<file path="config.mk">
export PLATFORM = sky130hd
export DESIGN_NAME = spi_master_register_access
export DESIGN_NICKNAME = d
export VERILOG_FILES = /design/src/hdl/smra_pkg.sv /design/src/hdl/smra_front.sv /design/src/hdl/smra_queue.sv /design/src/hdl/smra_back.sv /design/src/hdl/spi_master_register_access.sv
export SDC_FILE = /design/constraint.sdc
export NUM_CORES = 1
export LEC_CHECK = 0
export BUFFER_PORTS_ARGS = -buffer_cell sky130_fd_sc_hd__buf_2
export CORE_UTILIZATION = 53
export CTS_BUF_LIST = sky130_fd_sc_hd__clkbuf_16
export DETAILED_ROUTE_END_ITERATION = 8
export GPL_TIMING_DRIVEN = 1
export HOLD_SLACK_MARGIN = 0.08
export PLACE_DENSITY = 0.72
export SYNTH_ARGS = -nofsm -noshare
export SYNTH_HDL_FRONTEND = slang
export SYNTH_SLANG_ARGS = --single-unit
</file>
<file path="constraint.sdc">
create_clock -name clock -period 4.4 [get_ports clock]
set_input_delay 0.44 -clock clock [delete_from_list [all_inputs] [get_ports clock]]
set_output_delay 0.44 -clock clock [all_outputs]
set_load 0.005 [all_outputs]
</file>
<file path="src/hdl/smra_pkg.sv">
// shared types and constants for the spi master register access block
`default_nettype none
package smra_pkg;

   localparam int BYTE_BITS = 8;
   localparam int BIT_IDX_W = $clog2(BYTE_BITS);

   localparam logic OP_COMMAND = 1'b0;
   localparam logic OP_DATA    = 1'b1;

   localparam int CSR_INDEX_W = 1;
   localparam logic [CSR_INDEX_W-1:0] CSR_SCK_HALF_PERIOD = 1'b0;
   localparam logic [CSR_INDEX_W-1:0] CSR_COMMAND_GAP     = 1'b1;

   localparam logic [BYTE_BITS-1:0] SCK_HALF_PERIOD_RESET = 8'd4;
   localparam logic [BYTE_BITS-1:0] COMMAND_GAP_RESET     = 8'd8;

   localparam int QUEUE_DEPTH = 2;
   localparam int QPTR_W      = $clog2(QUEUE_DEPTH);
   localparam int QCNT_W      = $clog2(QUEUE_DEPTH + 1);

   typedef logic [BYTE_BITS-1:0] byte_type;

   typedef struct packed {
      logic     is_cmd;
      byte_type tx_byte;
      logic     end_frame;
      byte_type miso_bits;
   } entry_type;

   typedef struct packed {
      byte_type sck_half_period;
      byte_type command_gap;
   } cfg_type;

endpackage
`default_nettype wire

</file>
<file path="src/hdl/smra_front.sv">
// front stage: registers and classifies incoming items
`default_nettype none
module smra_front import smra_pkg::*; (
   input  wire logic      clock,
   input  wire logic      reset,
   input  wire logic      req_valid,
   output logic           req_ready,
   input  wire logic      req_opcode,
   input  wire byte_type  req_tx_byte,
   input  wire logic      req_end_frame,
   input  wire byte_type  req_miso_bits,
   output logic           push,
   output entry_type      push_entry,
   input  wire logic      queue_ready
);

   logic      valid_ff, valid_in;
   entry_type entry_ff;

   assign push      = valid_ff && queue_ready;
   assign req_ready = !valid_ff || queue_ready;
   assign push_entry = entry_ff;

   always_comb begin
      valid_in = valid_ff && !queue_ready;
      if (req_valid && req_ready) begin
         valid_in = 1'b1;
      end
   end

   always_ff @(posedge clock) begin
      if (reset) begin
         valid_ff <= 1'b0;
      end else begin
         valid_ff <= valid_in;
      end
   end

   always_ff @(posedge clock) begin
      if (req_valid && req_ready) begin
         entry_ff.is_cmd    <= (req_opcode == OP_COMMAND);
         entry_ff.tx_byte   <= req_tx_byte;
         entry_ff.end_frame <= req_end_frame;
         entry_ff.miso_bits <= req_miso_bits;
      end
   end

endmodule
`default_nettype wire

</file>
<file path="src/hdl/smra_queue.sv">
// short item queue between front and back
`default_nettype none
module smra_queue import smra_pkg::*; (
   input  wire logic      clock,
   input  wire logic      reset,
   input  wire logic      push,
   input  wire entry_type push_entry,
   output logic           queue_ready,
   input  wire logic      pop,
   output logic           q_valid,
   output entry_type      q_entry
);

   entry_type           mem_ff [QUEUE_DEPTH];
   logic [QPTR_W-1:0]   wr_ptr_ff, rd_ptr_ff;
   logic [QCNT_W-1:0]   count_ff, count_in;

   assign queue_ready = (count_ff != QCNT_W'(QUEUE_DEPTH));
   assign q_valid     = (count_ff != '0);
   assign q_entry     = mem_ff[rd_ptr_ff];

   always_comb begin
      count_in = count_ff;
      if (push && !pop) begin
         count_in = count_ff + 1'b1;
      end else if (pop && !push) begin
         count_in = count_ff - 1'b1;
      end
   end

   always_ff @(posedge clock) begin
      if (reset) begin
         wr_ptr_ff <= '0;
         rd_ptr_ff <= '0;
         count_ff  <= '0;
      end else begin
         count_ff <= count_in;
         if (push) begin
            wr_ptr_ff <= wr_ptr_ff + 1'b1;
         end
         if (pop) begin
            rd_ptr_ff <= rd_ptr_ff + 1'b1;
         end
      end
   end

   always_ff @(posedge clock) begin
      if (push) begin
         mem_ff[wr_ptr_ff] <= push_entry;
      end
   end

`ifndef SYNTH
   a_no_push_full: assert property (@(posedge clock) disable iff (reset)
      !queue_ready |-> !push) else $error("push into full queue");
   a_no_pop_empty: assert property (@(posedge clock) disable iff (reset)
      !q_valid |-> !pop) else $error("pop from empty queue");
`endif

endmodule
`default_nettype wire

</file>
<file path="src/hdl/smra_back.sv">
// back end: sck timing, byte shifter, command gap and result register
`default_nettype none
module smra_back import smra_pkg::*; (
   input  wire logic      clock,
   input  wire logic      reset,
   input  wire cfg_type   cfg,
   input  wire logic      q_valid,
   input  wire entry_type q_entry,
   output logic           pop,
   output logic           rsp_valid,
   input  wire logic      rsp_ready,
   output byte_type       rsp_rx_byte,
   output logic           rsp_is_status,
   output logic           rsp_frame_closed
);

   localparam logic [1:0] S_IDLE  = 2'd0;
   localparam logic [1:0] S_SHIFT = 2'd1;
   localparam logic [1:0] S_HOLD  = 2'd2;
   localparam logic [1:0] S_GAP   = 2'd3;

   logic [1:0]           state_ff, state_in;
   byte_type             cnt_ff, cnt_in;
   logic                 sck_ff, sck_in;
   logic [BIT_IDX_W-1:0] bit_ff, bit_in;
   byte_type             sr_ff, sr_in;
   byte_type             msr_ff, msr_in;
   logic                 is_cmd_ff, is_cmd_in;
   logic                 end_ff, end_in;
   byte_type             gap_ff, gap_in;
   logic                 rsp_valid_ff, rsp_valid_in;
   byte_type             rsp_rx_ff;
   logic                 rsp_status_ff, rsp_closed_ff;

   byte_type half;
   logic     phase_end;
   logic     rsp_free;
   logic     deliver;
   logic     start_next;

   assign half      = (cfg.sck_half_period == '0) ? 8'd1 : cfg.sck_half_period;
   assign phase_end = (cnt_ff == half - 8'd1);
   assign rsp_free  = !rsp_valid_ff || rsp_ready;

   assign rsp_valid        = rsp_valid_ff;
   assign rsp_rx_byte      = rsp_rx_ff;
   assign rsp_is_status    = rsp_status_ff;
   assign rsp_frame_closed = rsp_closed_ff;

   always_comb begin
      state_in     = state_ff;
      cnt_in       = cnt_ff;
      sck_in       = sck_ff;
      bit_in       = bit_ff;
      sr_in        = sr_ff;
      msr_in       = msr_ff;
      is_cmd_in    = is_cmd_ff;
      end_in       = end_ff;
      gap_in       = gap_ff;
      rsp_valid_in = rsp_valid_ff && !rsp_ready;
      deliver      = 1'b0;
      start_next   = 1'b0;
      pop          = 1'b0;

      unique case (state_ff)
         S_IDLE: begin
            if (q_valid) begin
               start_next = 1'b1;
            end
         end
         S_SHIFT: begin
            cnt_in = cnt_ff + 8'd1;
            if (phase_end) begin
               cnt_in = '0;
               if (sck_ff) begin
                  // falling edge: sample miso
                  sck_in = 1'b0;
                  sr_in  = {sr_ff[BYTE_BITS-2:0], msr_ff[BYTE_BITS-1]};
                  msr_in = {msr_ff[BYTE_BITS-2:0], 1'b0};
               end else if (bit_ff == BIT_IDX_W'(BYTE_BITS - 1)) begin
                  if (rsp_free) begin
                     deliver = 1'b1;
                  end else begin
                     state_in = S_HOLD;
                  end
               end else begin
                  bit_in = bit_ff + 1'b1;
                  sck_in = 1'b1;
               end
            end
         end
         S_HOLD: begin
            if (rsp_free) begin
               deliver = 1'b1;
            end
         end
         S_GAP: begin
            if (gap_ff == 8'd1) begin
               if (q_valid) begin
                  start_next = 1'b1;
               end else begin
                  state_in = S_IDLE;
               end
            end else begin
               gap_in = gap_ff - 8'd1;
            end
         end
         default: begin
            state_in = S_IDLE;
         end
      endcase

      if (deliver) begin
         rsp_valid_in = 1'b1;
         if (is_cmd_ff && (cfg.command_gap != '0)) begin
            state_in = S_GAP;
            gap_in   = cfg.command_gap;
         end else if (q_valid) begin
            start_next = 1'b1;
         end else begin
            state_in = S_IDLE;
         end
      end

      if (start_next) begin
         pop       = 1'b1;
         state_in  = S_SHIFT;
         cnt_in    = '0;
         sck_in    = 1'b1;
         bit_in    = '0;
         sr_in     = q_entry.tx_byte;
         msr_in    = q_entry.miso_bits;
         is_cmd_in = q_entry.is_cmd;
         end_in    = q_entry.end_frame;
      end
   end

   always_ff @(posedge clock) begin
      if (reset) begin
         state_ff     <= S_IDLE;
         cnt_ff       <= '0;
         sck_ff       <= 1'b0;
         bit_ff       <= '0;
         gap_ff       <= '0;
         rsp_valid_ff <= 1'b0;
      end else begin
         state_ff     <= state_in;
         cnt_ff       <= cnt_in;
         sck_ff       <= sck_in;
         bit_ff       <= bit_in;
         gap_ff       <= gap_in;
         rsp_valid_ff <= rsp_valid_in;
      end
   end

   always_ff @(posedge clock) begin
      sr_ff     <= sr_in;
      msr_ff    <= msr_in;
      is_cmd_ff <= is_cmd_in;
      end_ff    <= end_in;
      if (deliver) begin
         rsp_rx_ff     <= sr_ff;
         rsp_status_ff <= is_cmd_ff;
         rsp_closed_ff <= end_ff;
      end
   end

`ifndef SYNTH
   a_idle_takes_item: assert property (@(posedge clock) disable iff (reset)
      (state_ff == S_IDLE && q_valid) |-> pop) else $error("idle back end left item queued");
   a_sck_low_outside_shift: assert property (@(posedge clock) disable iff (reset)
      (state_ff != S_SHIFT) |-> !sck_ff) else $error("sck high outside a transfer");
   a_no_overwrite: assert property (@(posedge clock) disable iff (reset)
      deliver |-> rsp_free) else $error("result register overwritten");
   a_gap_nonzero: assert property (@(posedge clock) disable iff (reset)
      (state_ff == S_GAP) |-> (gap_ff != '0)) else $error("gap counter ran past zero");
`endif

endmodule
`default_nettype wire

</file>
<file path="src/hdl/spi_master_register_access.sv">
// top level of the spi master register access block
`default_nettype none
// Each item moves one byte as a mode 1 style SPI transfer, MSB first: SCK rises and MOSI
// takes the next bit, one half period later SCK falls and MISO is sampled. sck_half_period
// sets the half period (zero counts as one), counted by the SCK phase counter in the back
// end; a command byte is followed by an idle gap counted down from a nonzero command_gap
// before the next byte starts. The front register and two-item queue take new items while
// a byte is shifting. After a data byte, a queued item starts in the cycle after delivery,
// and delivery waits for a free result register. rx_byte is the byte shifted in, is_status
// marks a command byte, frame_closed an end flag.
module spi_master_register_access import smra_pkg::*; (
   input  wire logic                   clock,
   input  wire logic                   reset,
   input  wire logic                   req_valid,
   output logic                        req_ready,
   input  wire logic                   req_opcode,
   input  wire byte_type               req_tx_byte,
   input  wire logic                   req_end_frame,
   input  wire byte_type               req_miso_bits,
   output logic                        rsp_valid,
   input  wire logic                   rsp_ready,
   output byte_type                    rsp_rx_byte,
   output logic                        rsp_is_status,
   output logic                        rsp_frame_closed,
   input  wire logic                   csr_we,
   input  wire logic [CSR_INDEX_W-1:0] csr_index,
   input  wire byte_type               csr_wdata
);

   cfg_type   cfg_ff;
   logic      push, queue_ready, pop, q_valid;
   entry_type push_entry, q_entry;

   always_ff @(posedge clock) begin
      if (reset) begin
         cfg_ff.sck_half_period <= SCK_HALF_PERIOD_RESET;
         cfg_ff.command_gap     <= COMMAND_GAP_RESET;
      end else if (csr_we) begin
         unique case (csr_index)
            CSR_SCK_HALF_PERIOD: cfg_ff.sck_half_period <= csr_wdata;
            CSR_COMMAND_GAP:     cfg_ff.command_gap     <= csr_wdata;
            default: begin
            end
         endcase
      end
   end

   smra_front u_front (
      .clock         (clock),
      .reset         (reset),
      .req_valid     (req_valid),
      .req_ready     (req_ready),
      .req_opcode    (req_opcode),
      .req_tx_byte   (req_tx_byte),
      .req_end_frame (req_end_frame),
      .req_miso_bits (req_miso_bits),
      .push          (push),
      .push_entry    (push_entry),
      .queue_ready   (queue_ready)
   );

   smra_queue u_queue (
      .clock       (clock),
      .reset       (reset),
      .push        (push),
      .push_entry  (push_entry),
      .queue_ready (queue_ready),
      .pop         (pop),
      .q_valid     (q_valid),
      .q_entry     (q_entry)
   );

   smra_back u_back (
      .clock            (clock),
      .reset            (reset),
      .cfg              (cfg_ff),
      .q_valid          (q_valid),
      .q_entry          (q_entry),
      .pop              (pop),
      .rsp_valid        (rsp_valid),
      .rsp_ready        (rsp_ready),
      .rsp_rx_byte      (rsp_rx_byte),
      .rsp_is_status    (rsp_is_status),
      .rsp_frame_closed (rsp_frame_closed)
   );

endmodule
`default_nettype wire

</file>
==> results of run 1 <==
==> cell families after synthesis <==
| logic type | share of synthesized area |
|---|---|
| AO/OA/AOI/OAI | 0.0723 |
| XOR/XNOR | 0.0404 |
| adder cells (fa/ha/maj) | 0.0254 |
| buffers and inverters | 0.0282 |
| flip-flops | 0.621 |
| multiplexers | 0.0829 |
| AND/OR/NAND/NOR | 0.130 |
==> synth_stat cells (3+ instances only) <==
cell / count
sky130_fd_sc_hd__nand2_1: 45
sky130_fd_sc_hd__nand2b_1: 5
sky130_fd_sc_hd__nand4_1: 4
sky130_fd_sc_hd__nor4_2: 8
sky130_fd_sc_hd__mux2_2: 27
sky130_fd_sc_hd__nand3_1: 14
sky130_fd_sc_hd__mux2_4: 7
sky130_fd_sc_hd__nor2b_1: 5
sky130_fd_sc_hd__a31oi_1: 3
sky130_fd_sc_hd__mux2i_1: 4
sky130_fd_sc_hd__dfxtp_1: 45
sky130_fd_sc_hd__ha_1: 11
sky130_fd_sc_hd__clkbuf_1: 11
sky130_fd_sc_hd__xor2_1: 16
sky130_fd_sc_hd__and3_1: 7
sky130_fd_sc_hd__o31ai_1: 3
sky130_fd_sc_hd__xnor2_1: 9
sky130_fd_sc_hd__nor2_1: 14
sky130_fd_sc_hd__a21oi_1: 24
sky130_fd_sc_hd__o21ai_0: 10
sky130_fd_sc_hd__or4_1: 4
sky130_fd_sc_hd__nor3_1: 9
sky130_fd_sc_hd__inv_1: 11
sky130_fd_sc_hd__edfxtp_1: 82
sky130_fd_sc_hd__nor4_1: 3
sky130_fd_sc_hd__o211ai_1: 7
sky130_fd_sc_hd__and2_1: 3
==> registers in the layout (all words and copies together), names as in the netlist, 2 cells and up, named ones only <==
name,count
u_back.gap_ff,8
u_back.msr_ff,8
u_back.cnt_ff,8
u_back.rsp_rx_byte,8
u_back.state_ff,2
u_queue.mem_ff,36
u_front.push_entry,18
cfg_ff,16
u_queue.count_ff,2
u_back.bit_ff,3
u_back.sr_ff,8
==> per-stage QoR <==
step | power (mW) | std cells
after global placement | 2.27 | 581
after CTS | 3.64 | 613
after floorplan | 2.18 | 420
after detailed placement | 2.30 | 581
final | 3.61 | 613
after global routing | 3.77 | 613
==> final timing paths <==
kind                           end  slack, ns  depth (start not counted)
max reg2reg    u_queue.count_ff[1]       0.43                         13
min          u_front.push_entry[1]       0.20                          1
max            u_queue.count_ff[1]       0.43                         13
min reg2reg  u_back.rsp_rx_byte[7]       0.43                          0
==> area by class of cell <==
| class | instances | area (sq um) |
|---|---|---|
| fill | 760 | 3530 |
| sequential | 127 | 3360 |
| multi-input combinational | 263 | 1900 |
| clock buffer | 17 | 425 |
| timing repair buffer | 45 | 230 |
| tap | 133 | 166 |
| clock inverter | 15 | 145 |
| inverter | 13 | 56.3 |
==> report_power, final <==
group	internal [mW]	total (mW)	switching, mW	leakage [nW]
Sequential	1.51	1.63	0.124	1.13
Combinational	0.312	0.646	0.333	0.934
Clock	0.828	1.33	0.498	0.280
Total	2.65	3.61	0.956	2.34
==> layer usage <==
metal,vias up,part of all wire
met5,-,0
met4,0,0.011
met3,12,0.034
met2,59,0.49
met1,1582,0.47
li1,1644,-
==> out/results.md, run 1 <==
## Status
- run status: finished, final reports clean

## Die
- x dimension of the die: 103 microns
- initial core utilization: 0.551
- number of rows in the core area: 36
- Die H: 103 microns
- boundary pin count: 44
- die area: 0.0106 sq mm
- floorplan core area: 0.00982 sq mm

## Critical path
- Req. time, crit path: 4.73 ns
- category of cells accounting for the largest share of critical-path delay: compound AO/OA/AOI/OAI gates
- Reg-to-Reg Start: cfg_ff[10]
- buffers and inverters on the worst path: 1
- Critical Path Start: cfg_ff[10]
- biggest cell delay along the critical path: 0.56 ns
- Critical Path Fanout Max: 14
- Arr. time, crit path: 4.30 ns
- capturing element type of the critical path: flip-flop
- crit path kind: flip-flop to flip-flop
- Worst path slowest cell: sky130_fd_sc_hd__a2111oi_0
- cell-by-cell listing of the critical path: nor4_2 -> a21oi_1 -> ha_1 -> xnor2_1 -> o2bb2ai_1 -> a2111oi_0 -> and4_1 -> a21oi_4 -> inv_4 -> a21oi_4 -> ha_1 -> or3_1 -> a21oi_1
- startpoint class of the critical path: flip-flop

## Timing
- Final Setup Violations: 0
- tightest hold margin: 0.203 ns
- Max Freq: 0.252 GHz
- unrepaired setup endpoints after global routing: false
- worst max-slew margin expressed relative to the limit: 0.397
- period utilization: 0.902
- min setup slack post-route: 0.432 ns
- setup tns final: 0 ns
- transition time of the tightest slew-check pin: 0.905 ns
- count of final hold-check violations: 0
- worst clock skew on the final layout: 0.00754 ns
- pins over their slew limit: 0
- minimum period implied by the final worst setup slack: 3.97 ns

## Yosys
- Synth Warn #: 0
- number of distinct library cell variants in the gate-level netlist after synthesis: 50
- mapped cell area: 0.00542 sq mm
- FFs w/ async S/R, synth: 0
- number of synthesized register bits: 127
- share of Yosys cell area claimed by the top area cell type: 0.455
- library cell with the largest summed area after synthesis: sky130_fd_sc_hd__edfxtp_1
- top cells by area, synth: sky130_fd_sc_hd__edfxtp_1 (45%), sky130_fd_sc_hd__dfxtp_1 (17%), sky130_fd_sc_hd__mux2_2 (5.6%)
- Syn Nets: 463
- top_reg_cell synth: sky130_fd_sc_hd__edfxtp_1
- Post-synth EDFFs: 82
- share of synthesized area occupied by flip-flops and latches: 0.621
- synthesized instance count: 420
- mean area per synthesized cell: 12.9 sq um

## Power and ir drop
- Static Leakage: 2.34 nW
- cell area power density: 574 mW/mm^2
- IR Drop Worst-Case VDD: 0.301 mV

## Routing
- initial drt markers: 107
- final wirelength: 9490 microns
- number of remaining DRC errors: 0
- vias per std cell: 5.38
- Final ANT Viol Nets: 0
- number of search-and-repair iterations in the first detailed-routing pass: 4
- routed wire length per instance: 15.5 microns
- via count: 3297

## Final layout
- antenna diode count: 0
- highest-count cells in the layout ignoring fill and taps: sky130_fd_sc_hd__edfxtp_1 (82), sky130_fd_sc_hd__nand2_1 (45), sky130_fd_sc_hd__dfxtp_1 (45)
- fraction of layout cells with a size suffix above 1: 0.258
- final-stage net count: 510
- Layout area overhead: 16.1%
- Post-Route Utilization: 0.640
- most frequent standard cell in the layout excluding fill and tap cells: sky130_fd_sc_hd__edfxtp_1
- cell area after layout: 0.00629 sq mm

## Global routing
- gr busiest metal: met2
- largest net degree at the start of global routing: 37
- via count of the first global-routing pass: 3131
- combined global-route utilization of all metal layers: 0.198
- Congestion Overflow GR: 0
- first-pass GRT wire length: 15300 microns
- met2 Track Usage GR: 0.315
- met1 track demand over resource: 0.256
- global routing usage on met3: 0.0542
- number of antenna violations at the first check in global routing: 0

## Clocking
- Inserted Clock Buffers: 17
- count of instances resized after the clock tree is built: 0
- CTS H-tree lvls: 4
- Clock Root Buffer: sky130_fd_sc_hd__clkbuf_16
- count of clock tree sinks: 127
- clk_lat worst skew: 0.41 ns
- post-CTS repair timing setup buffer count: 0
- clock tree from TritonCTS: yes
- number of buffers inserted for hold repair after clock tree synthesis: 0
- CTS clk-pin slew, worst paths: 0.06 ns
- deepest clock path buffer count: 2

## Hold path
- hold crit path type: primary input to flip-flop
- start point of the worst min-delay path: req_miso_bits[1]

## Placement
- final HPWL from detailed placement: 6250 microns
- buffers added on ports: 43
- routability cong.: 0.916
- post-place instance area: 0.00572 sq mm
- DP Worst Slack: 0.492 ns

## Run
- Max Cap Viol: 0

(Power assumes the default switching activity.)
==> inputs of run 2 (changes only) <==
--- a/config.mk
+++ b/config.mk
@@ -11,7 +11,8 @@
 export DETAILED_ROUTE_END_ITERATION = 8
 export GPL_TIMING_DRIVEN = 1
 export HOLD_SLACK_MARGIN = 0.08
-export PLACE_DENSITY = 0.72
+export PLACE_DENSITY = 0.75
+export RECOVER_POWER = 50
 export SYNTH_ARGS = -nofsm -noshare
 export SYNTH_HDL_FRONTEND = slang
 export SYNTH_SLANG_ARGS = --single-unit
==> run 2 against run 1 <==
Net effect:
- the run now ends with capacitance limit, slew limit left
- hold slack better by 0.0034 ns
- clock-buffer cell count unchanged
- utilization up 0.64 points
- register-to-register slack worse by 0.04 ns
- maximum frequency down 1.1%
- clock skew is essentially flat
- via count is 1.1% higher
- sequential share of layout area fell by 0.53 points
- total power grew 5.5%
==> out/results.md, run 2 (synthesis results as in run 1) <==
## Placement
- final HPWL from detailed placement: 6380 microns, +2.1%
- buffers added on ports: 43, unchanged
- routability cong.: 0.902, -1.5%
- post-place instance area: 0.00572 sq mm, unchanged
- placed insts: 581, unchanged

## Routing
- number of remaining DRC errors: 0, unchanged
- via count: 3332, +1.1%
- final wirelength: 9870 microns, +4.0%
- vias per std cell: 5.44, +1.1%
- initial drt markers: 117, +9.3%
- routed wire length per instance: 16.1 microns, +4.0%
- number of search-and-repair iterations in the first detailed-routing pass: 4, unchanged
- Final ANT Viol Nets: 0, unchanged

## Status
- violations in the final reports: capacitance limit, slew limit
- run status: complete, but fails checks

## Critical path
- Arr. time, crit path: 4.32 ns, +0.02 ns
- Worst path slowest cell: sky130_fd_sc_hd__a2111oi_0
- Req. time, crit path: 4.71 ns, -0.02 ns
- biggest cell delay along the critical path: 0.57 ns, about the same
- cell-by-cell listing of the critical path: nor4_2 -> a21oi_1 -> ha_1 -> xnor2_1 -> o2bb2ai_1 -> a2111oi_0 -> and4_1 -> a21oi_4 -> inv_4 -> a21oi_4 -> ha_1 -> xor2_1 -> or3_1 -> a21oi_1
- Critical Path Fanout Max: 14, unchanged
- worst r2r path cells: 14, +1
- crit path kind: flip-flop to flip-flop
- capturing element type of the critical path: flip-flop
- startpoint class of the critical path: flip-flop

## Clocking
- CTS H-tree lvls: 4, unchanged
- count of clock tree sinks: 127, unchanged
- CTS clk-pin slew, worst paths: 0.06 ns, about the same
- Inserted Clock Buffers: 17, unchanged
- post-CTS repair timing setup buffer count: 0, unchanged
- Clock Root Buffer: sky130_fd_sc_hd__clkbuf_16
- clock tree from TritonCTS: yes
- count of instances resized after the clock tree is built: 0, unchanged
- clk_lat worst skew: 0.40 ns, about the same
- deepest clock path buffer count: 2, unchanged
- number of buffers inserted for hold repair after clock tree synthesis: 0, unchanged

## Power and ir drop
- IR Drop Worst-Case VDD: 0.324 mV, +7.6%
- cell area power density: 599 mW/mm^2, +4.4%
- Static Leakage: 2.35 nW, +0.19%

## Die
- boundary pin count: 44, unchanged
- number of rows in the core area: 36, unchanged
- die area: 0.0106 sq mm, unchanged
- x dimension of the die: 103 microns, unchanged
- floorplan core area: 0.00982 sq mm, unchanged
- Die H: 103 microns, unchanged
- initial core utilization: 0.551, unchanged

## Final layout
- register with the highest flop count: u_queue.mem_ff
- highest-count cells in the layout ignoring fill and taps: sky130_fd_sc_hd__edfxtp_1 (82), sky130_fd_sc_hd__nand2_1 (45), sky130_fd_sc_hd__dfxtp_1 (45)
- most frequent standard cell in the layout excluding fill and tap cells: sky130_fd_sc_hd__edfxtp_1
- # fillers: 760, unchanged
- cell area after layout: 0.00635 sq mm, +1.0%
- max FFs per register: 36, unchanged
- antenna diode count: 0, unchanged
- Post-Route Utilization: 0.647, +0.00637
- fraction of layout cells with a size suffix above 1: 0.242, -0.0167
- Layout area overhead: 17.2%
- final-stage net count: 510, unchanged
- Final Instance Count excl. Fillers: 613, unchanged

## Global routing
- number of antenna violations at the first check in global routing: 0, unchanged
- first-pass GRT wire length: 15500 microns, +1.0%
- combined global-route utilization of all metal layers: 0.200, +0.00132
- Congestion Overflow GR: 0, unchanged
- via count of the first global-routing pass: 3225, +3.0%
- largest net degree at the start of global routing: 37, unchanged

## Hold path
- worst hold path cell count: 1, unchanged
- hold crit path type: primary input to flip-flop

## Timing
- Max Freq: 0.249 GHz, -1.1%
- unrepaired setup endpoints after global routing: false
- Final Setup Violations: 0, unchanged
- tightest hold margin: 0.207 ns, +0.00345 ns
- count of final hold-check violations: 0, unchanged
- setup tns final: 0 ns, unchanged
- period utilization: 0.911, +0.00966
- worst max-slew margin expressed relative to the limit: -0.209, -0.605
- minimum period implied by the final worst setup slack: 4.01 ns, +0.0425 ns
- transition time of the tightest slew-check pin: 1.81 ns, +0.908 ns
- worst clock skew on the final layout: 0.00755 ns, +0.00000960 ns
- pins over their slew limit: 37, +37

## Run
- Max Cap Viol: 1, +1

==> run 2: changes by cell type in the layout (fill, tap and decap cells not counted), moves of 2 or more <==
cell / before / now
sky130_fd_sc_hd__clkinv_4: 3 / 1
sky130_fd_sc_hd__inv_6: 3 / 6
sky130_fd_sc_hd__clkinv_2: 3 / 1
sky130_fd_sc_hd__clkinv_1: 2 / 0
sky130_fd_sc_hd__buf_2: 43 / 33
sky130_fd_sc_hd__inv_8: 0 / 2
sky130_fd_sc_hd__clkbuf_1: 0 / 11
sky130_fd_sc_hd__bufinv_16: 2 / 4
==> run 2: per-stage QoR <==
step,power [mW],setup slack (ns)
floorplan,2.18,0.992
global placement,2.28,0.526
detailed placement,2.31,0.527
CTS,3.83,0.434
global route,3.95,0.0263
finish,3.80,0.390
==> run 2: area by class of cell <==
class	instances	area (sq um)	area share
inverters	13	56.3	0.00887
clock buffers	17	425	0.0670
flip-flops and latches	127	3360	0.530
clock inverters	15	224	0.0353
multi-input cells	263	1900	0.299
well taps	133	166	0.0262
repair buffers	45	214	0.0337
==> run 2: worst max-delay path, delay by kind of cell (launching register included) <==
kind | cells | cell delay (ns)
compound gates | 6 | 1.27
xor+xnor | 2 | 0.32
fa+ha+maj | 2 | 0.55
flops | 1 | 0.37
buf+inv | 1 | 0.19
simple gates | 3 | 1.20
==> run 2: final timing paths <==
path / start / end / slack [ns]
max: cfg_ff[10] / u_queue.count_ff[1] / 0.39
min: req_tx_byte[5] / u_front.push_entry[14] / 0.21
max reg2reg: cfg_ff[10] / u_queue.count_ff[1] / 0.39
min reg2reg: u_back.end_ff / u_back.rsp_frame_closed / 0.42
==> run 2: per-layer routing <==
| layer | GRT usage | up-vias | wire length [microns] |
|---|---|---|---|
| met3 | 0.0508 | 15 | 346 |
| met2 | 0.322 | 73 | 4880 |
| li1 | - | 1641 | - |
| met4 | 0.0921 | 0 | 162 |
| met1 | 0.254 | 1603 | 4470 |
| met5 | 0 | - | 0 |
==> run 2: power by group <==
part / leakage, nW / internal (mW) / switching, mW
registers: 1.13 / 1.51 / 0.128
clock network: 0.316 / 0.969 / 0.539
logic: 0.903 / 0.319 / 0.340
total: 2.35 / 2.80 / 1.01
==> inputs of run 3 (changes only) <==
--- a/config.mk
+++ b/config.mk
@@ -11,8 +11,10 @@
 export DETAILED_ROUTE_END_ITERATION = 8
 export GPL_TIMING_DRIVEN = 1
 export HOLD_SLACK_MARGIN = 0.08
+export MAX_ROUTING_LAYER = met4
 export PLACE_DENSITY = 0.75
 export RECOVER_POWER = 50
+export SLEW_MARGIN = 20
 export SYNTH_ARGS = -nofsm -noshare
 export SYNTH_HDL_FRONTEND = slang
 export SYNTH_SLANG_ARGS = --single-unit
==> run 3 against run 2 <==
Net effect:
- setup slack lost 0.12 ns
- hold slack got worse by 0.0010 ns
- non-clock buffer count unchanged
- largest cell class unchanged
- critical endpoint unchanged
- critical path depth fell by 1
- the flow still finishes with violations (capacitance limit, slew limit)
- combinational power decreased by 0.6%
==> out/results.md, run 3 (synthesis results as in run 1) <==
## Status
- run status: complete, but fails checks
- violations in the final reports: capacitance limit, slew limit

## Hold path
- worst hold path cell count: 1, unchanged
- start point of the worst min-delay path: req_tx_byte[4]
- hold crit path type: primary input to flip-flop
- terminating pin of the worst hold path: u_front.push_entry[13]

## Power and ir drop
- Static Leakage: 2.33 nW, -0.86%
- internal power of the cells: 2.70 mW, -3.3%
- power spent charging and discharging nets: 946 uW, -6.1%
- cell area power density: 581 mW/mm^2, -3.0%
- IR Drop Worst-Case VDD: 0.429 mV, +32%
- combinational cell fraction of total power: 0.180, +0.007
- proportion of power drawn by the clock network: 0.374, -0.023
- sequential cell fraction of total power: 0.447, +0.017
- fraction of power spent switching nets: 0.259, -0.00566

## Critical path
- worst r2r path cells: 13, -1
- worst flop-to-flop path endpoint: u_queue.count_ff[1]
- capturing element type of the critical path: flip-flop
- Arr. time, crit path: 4.45 ns, +0.13 ns
- r2r setup slk: 0.27 ns, -0.12 ns
- startpoint class of the critical path: flip-flop
- crit path kind: flip-flop to flip-flop
- Critical Path Fanout Max: 14, unchanged
- Critical Path Start: cfg_ff[10]
- Req. time, crit path: 4.71 ns, about the same
- Reg-to-Reg Start: cfg_ff[10]

## Timing
- pins over their slew limit: 37, unchanged
- worst max-slew margin expressed relative to the limit: -0.151, +0.0579
- count of final hold-check violations: 0, unchanged
- period utilization: 0.940, +0.0282
- Final Setup Violations: 0, unchanged
- Max Freq: 0.242 GHz, -3.0%
- transition time of the tightest slew-check pin: 1.73 ns, -0.0869 ns
- setup tns final: 0 ns, unchanged
- unrepaired setup endpoints after global routing: false
- minimum period implied by the final worst setup slack: 4.13 ns, +0.124 ns
- worst clock skew on the final layout: 0.00748 ns, -0.0000660 ns

## Routing
- Final ANT Viol Nets: 0, unchanged
- via count: 3320, -0.36%
- number of search-and-repair iterations in the first detailed-routing pass: 5, +1
- routed wire length per instance: 15.8 microns, -1.8%
- final wirelength: 9670 microns, -2.0%
- number of remaining DRC errors: 0, unchanged
- vias per std cell: 5.42, -0.20%
- initial drt markers: 226, +93%

## Clocking
- deepest clock path buffer count: 2, unchanged
- count of clock tree sinks: 127, unchanged
- count of instances resized after the clock tree is built: 0, unchanged
- clock tree from TritonCTS: yes
- clk_lat worst skew: 0.41 ns, about the same
- Inserted Clock Buffers: 17, unchanged
- CTS clk-pin slew, worst paths: 0.05 ns, about the same
- Clock Root Buffer: sky130_fd_sc_hd__clkbuf_16
- post-CTS repair timing setup buffer count: 0, unchanged
- CTS H-tree lvls: 4, unchanged
- number of buffers inserted for hold repair after clock tree synthesis: 0, unchanged

## Final layout
- register with the highest flop count: u_queue.mem_ff
- fraction of layout cells with a size suffix above 1: 0.236, -0.00576
- # fillers: 783, +3.0%
- final-stage net count: 510, unchanged
- antenna diode count: 0, unchanged
- Layout area overhead: 16.0%
- Post-Route Utilization: 0.640, -0.00701
- total area of sequential cells: 0.00336 sq mm, unchanged
- max FFs per register: 36, unchanged
- Final Instance Count excl. Fillers: 612, -0.16%
- most frequent standard cell in the layout excluding fill and tap cells: sky130_fd_sc_hd__edfxtp_1
- area taken by multi-input logic gates: 0.00190 sq mm, unchanged
- highest-count cells in the layout ignoring fill and taps: sky130_fd_sc_hd__edfxtp_1 (82), sky130_fd_sc_hd__nand2_1 (45), sky130_fd_sc_hd__dfxtp_1 (45)

## Run
- Max Cap Viol: 1, unchanged

## Die
- boundary pin count: 44, unchanged
- floorplan core area: 0.00982 sq mm, unchanged
- Die H: 103 microns, unchanged
- number of rows in the core area: 36, unchanged
- x dimension of the die: 103 microns, unchanged
- initial core utilization: 0.551, unchanged
- die area: 0.0106 sq mm, unchanged

## Placement
- placed insts: 581, unchanged
- buffers added on ports: 43, unchanged
- routability cong.: 0.864, -4.2%
- final HPWL from detailed placement: 6180 microns, -3.2%

## Global routing
- number of antenna violations at the first check in global routing: 0, unchanged
- via count of the first global-routing pass: 3140, -2.6%
- combined global-route utilization of all metal layers: 0.206, +0.00627
- first-pass GRT wire length: 15400 microns, -0.72%
- largest net degree at the start of global routing: 37, unchanged
- Congestion Overflow GR: 0, unchanged

run 3: changes by cell type in the layout (fill, tap and decap cells not counted), moves of 2 or more:
cell	before	now
sky130_fd_sc_hd__clkinv_2	1	3
sky130_fd_sc_hd__inv_1	11	14
sky130_fd_sc_hd__inv_6	6	2
sky130_fd_sc_hd__buf_2	33	35
sky130_fd_sc_hd__clkbuf_1	11	9
sky130_fd_sc_hd__inv_8	2	0
run 3: worst max path at each step:
stage                          end  slack [ns]
2_1_floorplan  u_queue.count_ff[1]        0.99
3_3_place_gp   u_queue.count_ff[1]        0.58
3_5_place_dp   u_queue.count_ff[1]        0.47
4_1_cts        u_queue.count_ff[1]        0.35
5_1_grt        u_queue.count_ff[1]        0.02
6_report       u_queue.count_ff[1]        0.27
run 3: layout make-up:
type | count | area share
Clock buffer | 17 | 0.0677
Clock inverter | 14 | 0.0243
Inverter | 13 | 0.00897
Multi-Input combinational cell | 263 | 0.302
Sequential cell | 127 | 0.536
Tap cell | 133 | 0.0265
Timing Repair Buffer | 45 | 0.0345
run 3: power groups by stage:
stage               clock, mW  combinational, mW  sequential [mW]
floorplan                   0              0.590             1.59
global placement            0              0.630             1.65
detailed placement          0              0.652             1.65
CTS                      1.38              0.662             1.63
global route             1.43              0.718             1.65
finish                   1.36              0.655             1.63
run 3: per-stage QoR:
step                      area (sq um)  worst slack, ns  total power [mW]  hold WS (ns)
after floorplan                   5420            0.992              2.18         0.400
after global placement            5720            0.576              2.28         0.403
after detailed placement          5720            0.470              2.31         0.405
after CTS                         6290            0.355              3.67         0.193
after global routing              6280           0.0205              3.80         0.188
final                             6280            0.266              3.65         0.206
run 3: per-layer routing:
metal / vias up / global-route usage / part of all wire
met4: 0 / 0.0802 / 0.0059
met5: - / - / 0
met3: 4 / 0.0664 / 0.049
li1: 1648 / - / -
met2: 73 / 0.303 / 0.48
met1: 1595 / 0.265 / 0.46
run 3: worst max-delay path: stages, from the launching register on:
cell and delay (ns):
sky130_fd_sc_hd__dfxtp_1 0.38, sky130_fd_sc_hd__nor4_2 0.47, sky130_fd_sc_hd__a21oi_1 0.16, sky130_fd_sc_hd__ha_1 0.30, sky130_fd_sc_hd__xnor2_1 0.16, sky130_fd_sc_hd__o2bb2ai_1 0.14, sky130_fd_sc_hd__a2111oi_0 0.65, sky130_fd_sc_hd__and4_1 0.44
sky130_fd_sc_hd__a21oi_4 0.15, sky130_fd_sc_hd__inv_4 0.19, sky130_fd_sc_hd__a21oi_4 0.13, sky130_fd_sc_hd__ha_1 0.34, sky130_fd_sc_hd__or3_1 0.37, sky130_fd_sc_hd__a21oi_1 0.15
